### src/rtl/sbba_pkg.sv
package sbba_pkg;

  // map geometry
  localparam int unsigned NUM_BLOCKS = 4096;
  localparam int unsigned WORD_BITS  = 32;
  localparam int unsigned MAP_WORDS  = (NUM_BLOCKS + WORD_BITS - 1) / WORD_BITS;
  localparam int unsigned WIDX_W     = (MAP_WORDS > 1) ? $clog2(MAP_WORDS) : 1;
  localparam int unsigned BIT_W      = $clog2(WORD_BITS);

  // field widths
  localparam int unsigned BLK_W = 12;
  localparam int unsigned ST_W  = 2;

  // reciprocal for block number / WORD_BITS, exact for 12-bit block numbers
  localparam int unsigned DIV_SH = 24;
  localparam int unsigned RECIP  = ((2 ** DIV_SH) + WORD_BITS - 1) / WORD_BITS;
  localparam int unsigned PROD_W = 40;

  typedef enum logic [0:0] {
    OP_ALLOC = 1'b0,
    OP_FREE  = 1'b1
  } op_e;

  typedef enum logic [ST_W-1:0] {
    ST_OK    = 2'd0,
    ST_FULL  = 2'd1,
    ST_RANGE = 2'd2
  } status_e;

  typedef logic [WORD_BITS-1:0] map_word_t;

  // bits of the last map word that stand for real blocks
  function automatic map_word_t last_word_mask();
    map_word_t m;
    m = '0;
    for (int b = 0; b < int'(WORD_BITS); b++) begin
      m[b] = (((MAP_WORDS - 1) * WORD_BITS) + b) < NUM_BLOCKS;
    end
    return m;
  endfunction

  localparam map_word_t LAST_MASK = last_word_mask();

endpackage

### src/rtl/sbba_if.sv
// request channel: opcode and block number
interface sbba_req_if;
  logic                        valid;
  logic                        ready;
  logic                        opcode;
  logic [sbba_pkg::BLK_W-1:0]  block_number;

  modport source (output valid, output opcode, output block_number, input ready);
  modport sink   (input valid, input opcode, input block_number, output ready);
endinterface

// response channel: granted block and status
interface sbba_rsp_if;
  logic                        valid;
  logic                        ready;
  logic [sbba_pkg::BLK_W-1:0]  granted_block;
  logic [sbba_pkg::ST_W-1:0]   status;

  modport source (output valid, output granted_block, output status, input ready);
  modport sink   (input valid, input granted_block, input status, output ready);
endinterface

### src/rtl/swap_block_bitmap_allocator.sv
// First-fit swap block allocator. The free map lives in a single-port-read,
// single-port-write RAM of MAP_WORDS words (128 x 32 bits by default); a set bit marks a
// free block and every block is free after reset (per-word valid flags stand in for the
// initial all-ones content, so no clearing pass is needed). One request is handled at a
// time. An allocate reads one map word per cycle from word 0 upward and stops at the first
// word holding a free block; on a full map it reads every word through the RAM read port
// before it answers full. A free goes through index computation and the read of the map
// word, then write back of the modified word. A response waiting in the output register
// stalls the block only when the next response is ready to be written.
module swap_block_bitmap_allocator (
  input  logic     clk_i,
  input  logic     rst_ni,
  sbba_req_if.sink   req_i,
  sbba_rsp_if.source rsp_o
);

  localparam logic [1:0] S_IDLE = 2'd0;
  localparam logic [1:0] S_FIDX = 2'd1;
  localparam logic [1:0] S_FREE = 2'd2;
  localparam logic [1:0] S_SCAN = 2'd3;

  localparam int unsigned WIDX_W = sbba_pkg::WIDX_W;
  localparam int unsigned BIT_W  = sbba_pkg::BIT_W;
  localparam int unsigned BLK_W  = sbba_pkg::BLK_W;
  localparam logic [WIDX_W-1:0] LAST_WORD = WIDX_W'(sbba_pkg::MAP_WORDS - 1);

  logic [1:0]               state_q, state_d;
  logic [BLK_W-1:0]         blk_q, blk_d;
  logic [WIDX_W-1:0]        word_q, word_d;
  logic [WIDX_W-1:0]        chk_q, chk_d;
  logic                     rd_vld_q;
  logic [sbba_pkg::MAP_WORDS-1:0] valid_q;

  logic                     rsp_valid_q, rsp_valid_d;
  logic [BLK_W-1:0]         rsp_granted_q, rsp_granted_d;
  sbba_pkg::status_e        rsp_status_q, rsp_status_d;

  logic                     rd_en, wr_en;
  logic [WIDX_W-1:0]        rd_addr, wr_addr;
  sbba_pkg::map_word_t      rd_data, wr_data;

  logic                     accept, slot_free;
  sbba_pkg::map_word_t      cur_word, scan_word;
  logic [BIT_W-1:0]         low_bit, free_bit;
  logic [sbba_pkg::PROD_W-1:0] quot_prod;
  logic [WIDX_W-1:0]        quot_idx;
  logic [31:0]              free_off, found_blk;
  logic                     in_range;

  // free map storage
  sbba_map_ram #(
    .DEPTH (sbba_pkg::MAP_WORDS),
    .WIDTH (sbba_pkg::WORD_BITS)
  ) u_map_ram (
    .clk_i     (clk_i),
    .wr_en_i   (wr_en),
    .wr_addr_i (wr_addr),
    .wr_data_i (wr_data),
    .rd_en_i   (rd_en),
    .rd_addr_i (rd_addr),
    .rd_data_o (rd_data)
  );

  // handshakes
  assign req_i.ready = (state_q == S_IDLE);
  assign accept      = req_i.valid && req_i.ready;
  assign slot_free   = !rsp_valid_q || rsp_o.ready;

  assign rsp_o.valid         = rsp_valid_q;
  assign rsp_o.granted_block = rsp_granted_q;
  assign rsp_o.status        = rsp_status_q;

  // word read back, never-written words read as all free
  assign cur_word  = rd_vld_q ? rd_data : '1;
  assign scan_word = (chk_q == LAST_WORD) ? (cur_word & sbba_pkg::LAST_MASK) : cur_word;

  // lowest free bit of the scanned word
  always_comb begin
    low_bit = '0;
    for (int i = int'(sbba_pkg::WORD_BITS) - 1; i >= 0; i--) begin
      if (scan_word[i]) begin
        low_bit = BIT_W'(i);
      end
    end
  end

  assign found_blk = (32'(chk_q) * 32'(sbba_pkg::WORD_BITS)) + 32'(low_bit);

  // block number split into word index and bit offset
  assign quot_prod = sbba_pkg::PROD_W'(blk_q) * sbba_pkg::PROD_W'(sbba_pkg::RECIP);
  assign quot_idx  = WIDX_W'(quot_prod >> sbba_pkg::DIV_SH);
  assign free_off  = 32'(blk_q) - (32'(word_q) * 32'(sbba_pkg::WORD_BITS));
  assign free_bit  = free_off[BIT_W-1:0];
  assign in_range  = 32'(blk_q) < sbba_pkg::NUM_BLOCKS;

  // request sequencing
  always_comb begin
    state_d       = state_q;
    blk_d         = blk_q;
    word_d        = word_q;
    chk_d         = chk_q;
    rd_en         = 1'b0;
    rd_addr       = '0;
    wr_en         = 1'b0;
    wr_addr       = word_q;
    wr_data       = cur_word;
    rsp_valid_d   = rsp_valid_q && !rsp_o.ready;
    rsp_granted_d = rsp_granted_q;
    rsp_status_d  = rsp_status_q;

    case (state_q)
      S_IDLE: begin
        if (accept) begin
          if (req_i.opcode == sbba_pkg::OP_FREE) begin
            blk_d   = req_i.block_number;
            state_d = S_FIDX;
          end else begin
            rd_en   = 1'b1;
            rd_addr = '0;
            chk_d   = '0;
            state_d = S_SCAN;
          end
        end
      end
      S_FIDX: begin
        rd_en   = 1'b1;
        rd_addr = quot_idx;
        word_d  = quot_idx;
        state_d = S_FREE;
      end
      S_FREE: begin
        if (slot_free) begin
          rsp_valid_d   = 1'b1;
          rsp_granted_d = '0;
          if (in_range) begin
            wr_en        = 1'b1;
            wr_addr      = word_q;
            wr_data      = cur_word | (sbba_pkg::map_word_t'(1) << free_bit);
            rsp_status_d = sbba_pkg::ST_OK;
          end else begin
            rsp_status_d = sbba_pkg::ST_RANGE;
          end
          state_d = S_IDLE;
        end
      end
      S_SCAN: begin
        if (|scan_word) begin
          if (slot_free) begin
            wr_en         = 1'b1;
            wr_addr       = chk_q;
            wr_data       = cur_word & ~(sbba_pkg::map_word_t'(1) << low_bit);
            rsp_valid_d   = 1'b1;
            rsp_granted_d = found_blk[BLK_W-1:0];
            rsp_status_d  = sbba_pkg::ST_OK;
            state_d       = S_IDLE;
          end
        end else if (chk_q == LAST_WORD) begin
          if (slot_free) begin
            rsp_valid_d   = 1'b1;
            rsp_granted_d = '0;
            rsp_status_d  = sbba_pkg::ST_FULL;
            state_d       = S_IDLE;
          end
        end else begin
          rd_en   = 1'b1;
          rd_addr = chk_q + WIDX_W'(1);
          chk_d   = chk_q + WIDX_W'(1);
        end
      end
      default: begin
        state_d = S_IDLE;
      end
    endcase
  end

  // control state
  always_ff @(posedge clk_i or negedge rst_ni) begin
    if (!rst_ni) begin
      state_q     <= S_IDLE;
      valid_q     <= '0;
      rd_vld_q    <= 1'b0;
      rsp_valid_q <= 1'b0;
    end else begin
      state_q     <= state_d;
      rsp_valid_q <= rsp_valid_d;
      if (rd_en) begin
        rd_vld_q <= valid_q[rd_addr];
      end
      if (wr_en) begin
        valid_q[wr_addr] <= 1'b1;
      end
    end
  end

  // payload registers
  always_ff @(posedge clk_i) begin
    blk_q         <= blk_d;
    word_q        <= word_d;
    chk_q         <= chk_d;
    rsp_granted_q <= rsp_granted_d;
    rsp_status_q  <= rsp_status_d;
  end

endmodule

### src/rtl/sbba_map_ram.sv
module sbba_map_ram #(
  parameter int unsigned DEPTH = 128,
  parameter int unsigned WIDTH = 32,
  localparam int unsigned AW   = (DEPTH > 1) ? $clog2(DEPTH) : 1
) (
  input  logic             clk_i,
  input  logic             wr_en_i,
  input  logic [AW-1:0]    wr_addr_i,
  input  logic [WIDTH-1:0] wr_data_i,
  input  logic             rd_en_i,
  input  logic [AW-1:0]    rd_addr_i,
  output logic [WIDTH-1:0] rd_data_o
);

  logic [WIDTH-1:0] mem_q [DEPTH];

  // write port
  always_ff @(posedge clk_i) begin
    if (wr_en_i) begin
      mem_q[wr_addr_i] <= wr_data_i;
    end
  end

  // registered read port
  always_ff @(posedge clk_i) begin
    if (rd_en_i) begin
      rd_data_o <= mem_q[rd_addr_i];
    end
  end

endmodule

### src/flat_wrapper.sv
// flat-port wrapper written by rule: the top's interface ports become plain ports
module swap_block_bitmap_allocator_flat 
  (clk_i, rst_ni, req_i_valid, req_i_opcode, req_i_block_number, req_i_ready, rsp_o_valid, rsp_o_granted_block, rsp_o_status, rsp_o_ready);
  sbba_req_if req_i_i ();
  sbba_rsp_if rsp_o_i ();
  input  logic clk_i;
  input  logic rst_ni;
  input wire logic [$bits(req_i_i.valid)-1:0] req_i_valid;
  input wire logic [$bits(req_i_i.opcode)-1:0] req_i_opcode;
  input wire logic [$bits(req_i_i.block_number)-1:0] req_i_block_number;
  output wire logic [$bits(req_i_i.ready)-1:0] req_i_ready;
  output wire logic [$bits(rsp_o_i.valid)-1:0] rsp_o_valid;
  output wire logic [$bits(rsp_o_i.granted_block)-1:0] rsp_o_granted_block;
  output wire logic [$bits(rsp_o_i.status)-1:0] rsp_o_status;
  input wire logic [$bits(rsp_o_i.ready)-1:0] rsp_o_ready;
  assign req_i_i.valid = req_i_valid;
  assign req_i_i.opcode = req_i_opcode;
  assign req_i_i.block_number = req_i_block_number;
  assign req_i_ready = req_i_i.ready;
  assign rsp_o_valid = rsp_o_i.valid;
  assign rsp_o_granted_block = rsp_o_i.granted_block;
  assign rsp_o_status = rsp_o_i.status;
  assign rsp_o_i.ready = rsp_o_ready;
  swap_block_bitmap_allocator u_core (.clk_i(clk_i), .rst_ni(rst_ni), .req_i(req_i_i), .rsp_o(rsp_o_i));
endmodule
### config.mk
export PLATFORM = sky130hd
export DESIGN_NAME = swap_block_bitmap_allocator_flat
export DESIGN_NICKNAME = d
export VERILOG_FILES = /design/src/rtl/sbba_pkg.sv /design/src/rtl/sbba_if.sv /design/src/rtl/swap_block_bitmap_allocator.sv /design/src/rtl/sbba_map_ram.sv /design/src/flat_wrapper.sv
export SDC_FILE = /design/constraint.sdc
export NUM_CORES = 2
export LEC_CHECK = 0
export BUFFER_PORTS_ARGS = -buffer_cell sky130_fd_sc_hd__buf_4
export CORE_UTILIZATION = 50
export CTS_CLUSTER_SIZE = 28
export DETAILED_ROUTE_END_ITERATION = 10
export PLACE_DENSITY = 0.74
export SKIP_LAST_GASP = 1
export SYNTH_ARGS = -nofsm -noshare
export SYNTH_HDL_FRONTEND = slang
export SYNTH_HIERARCHICAL = 1
export SYNTH_SLANG_ARGS = --single-unit
### constraint.sdc
create_clock -name clk_i -period 19.1 [get_ports clk_i]
set_input_delay 0 -clock clk_i [delete_from_list [all_inputs] [get_ports clk_i]]
set_output_delay 0 -clock clk_i [all_outputs]
set_load 0.02 [all_outputs]
---- Word-level counts from Yosys, hierarchy flattened ----
Memory sizes are Yosys's and may differ from the RTL's. A register that Yosys moved wholly into a read port is not among the register bits.
Cells that the tools add are included.
storage, ports and cells
  bits in registers ....................... 172
  memory bits (writable) .................. 4096
  bits of input ports ..................... 17
  memories kept ........................... 1
memories
  name                    words  bits a word  rd ports  clocked after memory_dff  write ports  line                RTL
  u_core.u_map_ram.mem_q  128    32           1         1                         1            sbba_map_ram.sv:15  logic [WIDTH-1:0] mem_q [DEPTH];
cells by class
  add/subtract/negate cells ............... 3
  $lt $le $gt $ge ......................... 3
  equal/unequal tests ..................... 11
  shift operators ......................... 2
  muxes and demuxes ....................... 82
  bitwise gates (word level) .............. 4
  reductions and logical operators ........ 15
operators by type and width
  operator                                                                      count
  5-bit 2-to-1 mux                                                              32
  32-bit 2-to-1 mux                                                             4
  128-bit OR                                                                    1
  32-bit one-hot mux with 2 select lines                                        1
  1-bit by 5-bit left shift with 32-bit output, first input constant            2
  7-bit 2-to-1 mux                                                              9
  12-bit 2-to-1 mux                                                             4
  32-bit AND                                                                    1
  32-bit inverter                                                               1
  32-bit OR                                                                     1
  32-bit OR reduction                                                           1
  7-bit one-hot mux with 2 select lines                                         2
  12-bit one-hot mux with 2 select lines                                        1
  2-bit 2-to-1 mux                                                              9
  7-bit by 8-bit less-than comparator with 1-bit output, second input constant  2
  1-bit 2-to-1 mux                                                              13
  12-bit by 5-bit adder with 12-bit output                                      1
  3-bit AND reduction                                                           3
  2-bit != test, second input constant                                          4
  2-bit one-hot mux with 4 select lines                                         1
  7-bit by 1-bit adder with 7-bit output, second input constant                 1
  1-bit binary-select mux with 7-bit select                                     1
  1-bit demux with 7-bit select                                                 1
  7-bit == test, second input constant                                          1
  other kinds (16)                                                              23

---- Logic depth before layout (Yosys ltp) ----
  depth after elaboration ................. 39
  gate-level depth with buffers ........... 15

---- Modules after synthesis ----
The synthesis kept the hierarchy.
by module, submodules not included
  module                       instances  cells an instance  area each (um^2)  seq. area each (um^2)
  sbba_map_ram                 1          5990               156596.4          123958.9
  swap_block_bitmap_allocator  1          899                9067.4            4504.3

---- Worst setup path before layout ----
OpenSTA, ideal clock, no wires.
  path kind ............................... reg2reg
  start point ............................. register u_core.u_map_ram.rd_data_o[28], read port of u_core.u_map_ram.mem_q
  end point ............................... memory u_core.u_map_ram.mem_q[0][16], data pin
  setup time .............................. 0.968 ns
  arrival time ............................ 6.184 ns
  setup slack ............................. 11.948 ns
  stages on the path, launching flop included .. 11
  path buffers ............................ 1
  cells stage by stage .................... edfxtp_1 -> nand2b_1 -> o31ai_1 -> a211oi_1 -> o31ai_1 -> a211oi_1 -> o31a_1 -> o311ai_1 -> o311ai_0 -> clkbuf_1 -> a31oi_1
between the ends
  longest elaborated chain between the ends .. 36
RTL lines
  what                                          line                                RTL
  start, declared                               sbba_map_ram.sv:12                  output logic [WIDTH-1:0] rd_data_o
  32-bit 2-to-1 mux *                           swap_block_bitmap_allocator.sv:74   assign cur_word = rd_vld_q ? rd_data : '1;
  5-bit 2-to-1 mux (29 in a row)                swap_block_bitmap_allocator.sv:81   if (scan_word[i]) begin
  1-bit by 5-bit left shift with 32-bit output  swap_block_bitmap_allocator.sv:151  wr_data = cur_word & ~(sbba_pkg::map_word_t'(1) << low_bit);
  32-bit inverter                               swap_block_bitmap_allocator.sv:151
  32-bit AND                                    swap_block_bitmap_allocator.sv:151
  32-bit 2-to-1 mux                             swap_block_bitmap_allocator.sv:148  if (slot_free) begin
  32-bit 2-to-1 mux *                           swap_block_bitmap_allocator.sv:147  if (|scan_word) begin
  32-bit one-hot mux with 2 select lines *      swap_block_bitmap_allocator.sv:111  case (state_q)
  via u_core.wr_data[16]                        swap_block_bitmap_allocator.sv:40   sbba_pkg::map_word_t rd_data, wr_data;
  end, declared                                 sbba_map_ram.sv:15
The timed path passes the listed nets; every way through them passes the cells marked *.

---- Worst setup path in the final report ----
  start point ............................. register u_core.u_map_ram.rd_data_o[11], read port of u_core.u_map_ram.mem_q
  end point ............................... register u_core.u_map_ram.rd_data_o[12], read port of u_core.u_map_ram.mem_q, data pin
between the ends
  longest elaborated chain between the ends .. 4
RTL lines
  what                                   line                                RTL
  32-bit 2-to-1 mux                      swap_block_bitmap_allocator.sv:74
  32-bit OR reduction                    swap_block_bitmap_allocator.sv:147
  7-bit 2-to-1 mux                       swap_block_bitmap_allocator.sv:147
  7-bit one-hot mux with 2 select lines  swap_block_bitmap_allocator.sv:111
  via u_core.rd_addr[0]                  swap_block_bitmap_allocator.sv:39   logic [WIDX_W-1:0] rd_addr, wr_addr;
The timed path passes the listed nets, and every way through them passes these cells.
A chain may end at the register's enable or synchronous reset.

==> metrics.txt <==
clock-pin slew on the worst setup and hold paths=0.07 ns; flop2flop setup slack=10.47 ns; final critical-path setup slack=10.47 ns; worst slew margin relative to its limit=12.8%; RSZ-0062 raised after global routing=false; largest net degree at the start of global routing=144; flip-flop and latch count after synthesis=4,300; Post-Syn Nets=6,907; cts-stage hold buffer count=33; gate family responsible for the most delay along the worst path=buffers and inverters; aggregate negative setup slack=0 ns; number of vias per cell after detailed routing=6.74; transition time at the pin with the least slew margin=1.30 ns; startpoint of the worst-slack reg-to-reg timing path=u_core/u_map_ram/rd_data_o[11]$_DFFE_PP_; total placed instance area=0.173 mm2; most instantiated flip-flop cell in the synthesis netlist=edfxtp_1; total count of hold-check failures in the final report=0; first-pass GRT wire length=618 mm; synthesis-to-finish area growth=12.8%; highest net fanout along the worst path=67; total via count after detailed routing=80,604; run status=completed; total buffers and inverters traversed by the critical path=6; clock tree from TritonCTS=done; kind of end point of the critical path=flop; overall power after layout=25.1 mW; Hold Path Origin=rsp_o_ready; Max-cap violations=0; cell-by-cell trace of the critical path=nor4_1 -> nand2_1 -> nor2_1 -> a32oi_2 -> buf_4 -> inv_8 -> buf_4 -> buf_4 -> buf_4 -> buf_4 -> mux4_2 -> mux4_2 -> mux4_2 -> mux2_2; Clock Sink Count=4,300; sequential share of the synthesized area=77.5%; maximum clock insertion buffer count=4; number of CTS-inserted buffers=406; share of flip-flops with an asynchronous set or reset after synthesis=3.07%; clock insertion delay at the later pin of the skew report=1.00 ns; average detailed-routed wire length per instance=36.9 um; first drt pass iteration count=7; count of cells resized by post-cts repair=0; critical path launch point type=flop; standard cell with the maximum stage delay on the critical path=buf_4; critical path arrival=9.32 ns; crit path from=u_core/u_map_ram/rd_data_o[11]$_DFFE_PP_; routed wire length=441 mm; Tmin final=8.63 ns; effective utilization at floorplan=50.4%; DRC=0; antenna violations before repair=37; Slew Viols, Final=0; Post-Place Worst Slack=10.44 ns; IO Pins=33; deepest level of the CTS H-tree=5; area of the mapped netlist=0.166 mm2; EDFF count, synth=4,168; category of the most critical setup path=reg -> reg; global routing usage summed across all routing layers=26.5%; root buffer selected by CTS=clkbuf_16; count of port buffers added during placement=32; post-route clock skew=0.0799 ns; final setup violation count=0; GP Congestion=0.939; remaining number of nets flagged by the antenna check after routing=0; Post-Syn Area per Cell=24.0 um2; library cell with the largest summed area after synthesis=edfxtp_1; number of filler cells placed in the layout=22,407; Die Span Y=578 um; area share of the leading cell type in the synthesized netlist=75.6%; number of cells in the design after placement=11,161; type of the worst min-delay path=in -> reg; HPWL Detailed=233 mm; GR Overflow Total=0; share of final-layout standard cells stronger than drive strength 1=32.4%; dominant cell type by count on the critical path=buf_4; width of the die=578 um; 1st-iter DRT viols=13,298; number of distinct library cell variants in the gate-level netlist after synthesis=74; Finished Layout Cells=11,952; most area-consuming cells after synthesis=edfxtp_1, mux4_2, dfrtp_1; highest clock frequency the design can meet=116 MHz; net count reported at finish=7,274; number of global-route vias before repair=80,483; sequential cell area=0.128 mm2; Core Area=0.328 mm2; most frequent cells after synthesis=edfxtp_1, mux4_2, clkbuf_1, nor2_1, dfrtp_1; fraction of the cycle the final worst path needs=45.2%; post-CTS setup-driven buffer insertion count=0; power per unit of standard cell area=134 mW/mm2; number of instances in the synthesized netlist=6,889; Synth warnings=6; maximum resistive drop on vdd=123 uV; area used by multi-input combinational logic=0.0370 mm2; static power due to leakage=56.5 nW; total die area=0.334 mm2; count leader, synth=edfxtp_1; data required time of the worst path=19.79 ns; final std cell area, no fill=0.187 mm2; longest individual stage delay on the worst path=0.84 ns; number of standard-cell rows in the floorplan=210
==> where the power goes <==
part           internal, mW  switching [mW]
clock network          4.62            3.48
logic                  1.49            3.40
registers              11.9           0.189
==> cells by family after synthesis <==
logic type	share of synthesized area (%)
AOI/OAI and AO/OA	1.22
xor gates and xnor gates	0.0211
adders and majority gates	0.00755
buffers and inverters	0.974
DFF	77.5
muxes	18.9
and+or+nand+nor	1.33
==> layout by cell type (no fill, tap or decap), drive strengths merged, types with 44 or more instances in the layout <==
| cell | synthesis | layout |
|---|---|---|
| a21o | 89 | 89 |
| buf | 148 | 292 |
| bufinv | 0 | 46 |
| clkbuf | 217 | 502 |
| clkinv | 1 | 171 |
| dfrtp | 132 | 132 |
| edfxtp | 4168 | 4168 |
| mux2i | 58 | 58 |
| mux4 | 1344 | 1344 |
| nand2 | 94 | 94 |
| nand3 | 46 | 46 |
| nor2 | 196 | 196 |
| nor3 | 48 | 48 |
| o21bai | 44 | 44 |
==> layout make-up <==
type	count	share of cell area, %
sequential	4300	68.7
multi-input combinational	2201	19.8
clock buffer	502	5.75
tap	4346	2.91
timing repair buffer	324	1.39
clock inverter	244	1.34
inverter	23	0.0649
antenna	12	0.0161
==> path summary, 6_finish.rpt <==
kind,end,depth (start not counted)
hold / removal,u_core/rsp_o.valid$_DFF_PN0_,4
setup reg to reg,u_core/u_map_ram/rd_data_o[12]$_DFFE_PP_,14
max in group asynchronous,u_core/valid_q[55]$_DFFE_PN0P_,4
setup / recovery,u_core/u_map_ram/rd_data_o[12]$_DFFE_PP_,14
hold reg to reg,u_core/valid_q[40]$_DFFE_PN0P_,1
min in group asynchronous,u_core/valid_q[120]$_DFFE_PN0P_,4
==> tightest hold or removal path: cells and delay by family <==
kind | cells | cell delay, ns
AND/OR/NAND/NOR | 2 | 0.32
buffers and inverters | 2 | 0.68
==> layer usage <==
metal | up-vias | track usage (%) | share of wire, %
met3 | 966 | 7.20 | 14
met5 | - | 0 | 0.042
met2 | 6452 | 41.2 | 47
met1 | 42720 | 36.1 | 35
li1 | 30444 | - | -
met4 | 22 | 10.3 | 4.6
==> state kept, by name, summed over array words and instances (netlist names) <==
register / count
u_core/blk_q: 12
u_core/rd_vld_q: 1
u_core/state_q: 2
u_core/u_map_ram/mem_q: 4096
u_core/word_q: 7
u_core/u_map_ram/rd_data_o: 32
u_core/chk_q: 7
u_core/valid_q: 128
u_core/rsp_o.status: 2
u_core/rsp_o.granted_block: 12
u_core/rsp_o.valid: 1
==> metrics by stage <==
step / hold WS [ns] / utilization (%)
5_1_grt: 0.100 / 56.9
3_5_place_dp: 0.0288 / 52.8
4_1_cts: 0.0344 / 56.9
6_report: 0.107 / 56.9
2_1_floorplan: -0.296 / -
3_3_place_gp: 0.0193 / 52.8
Power figures use the tool's default switching activity.
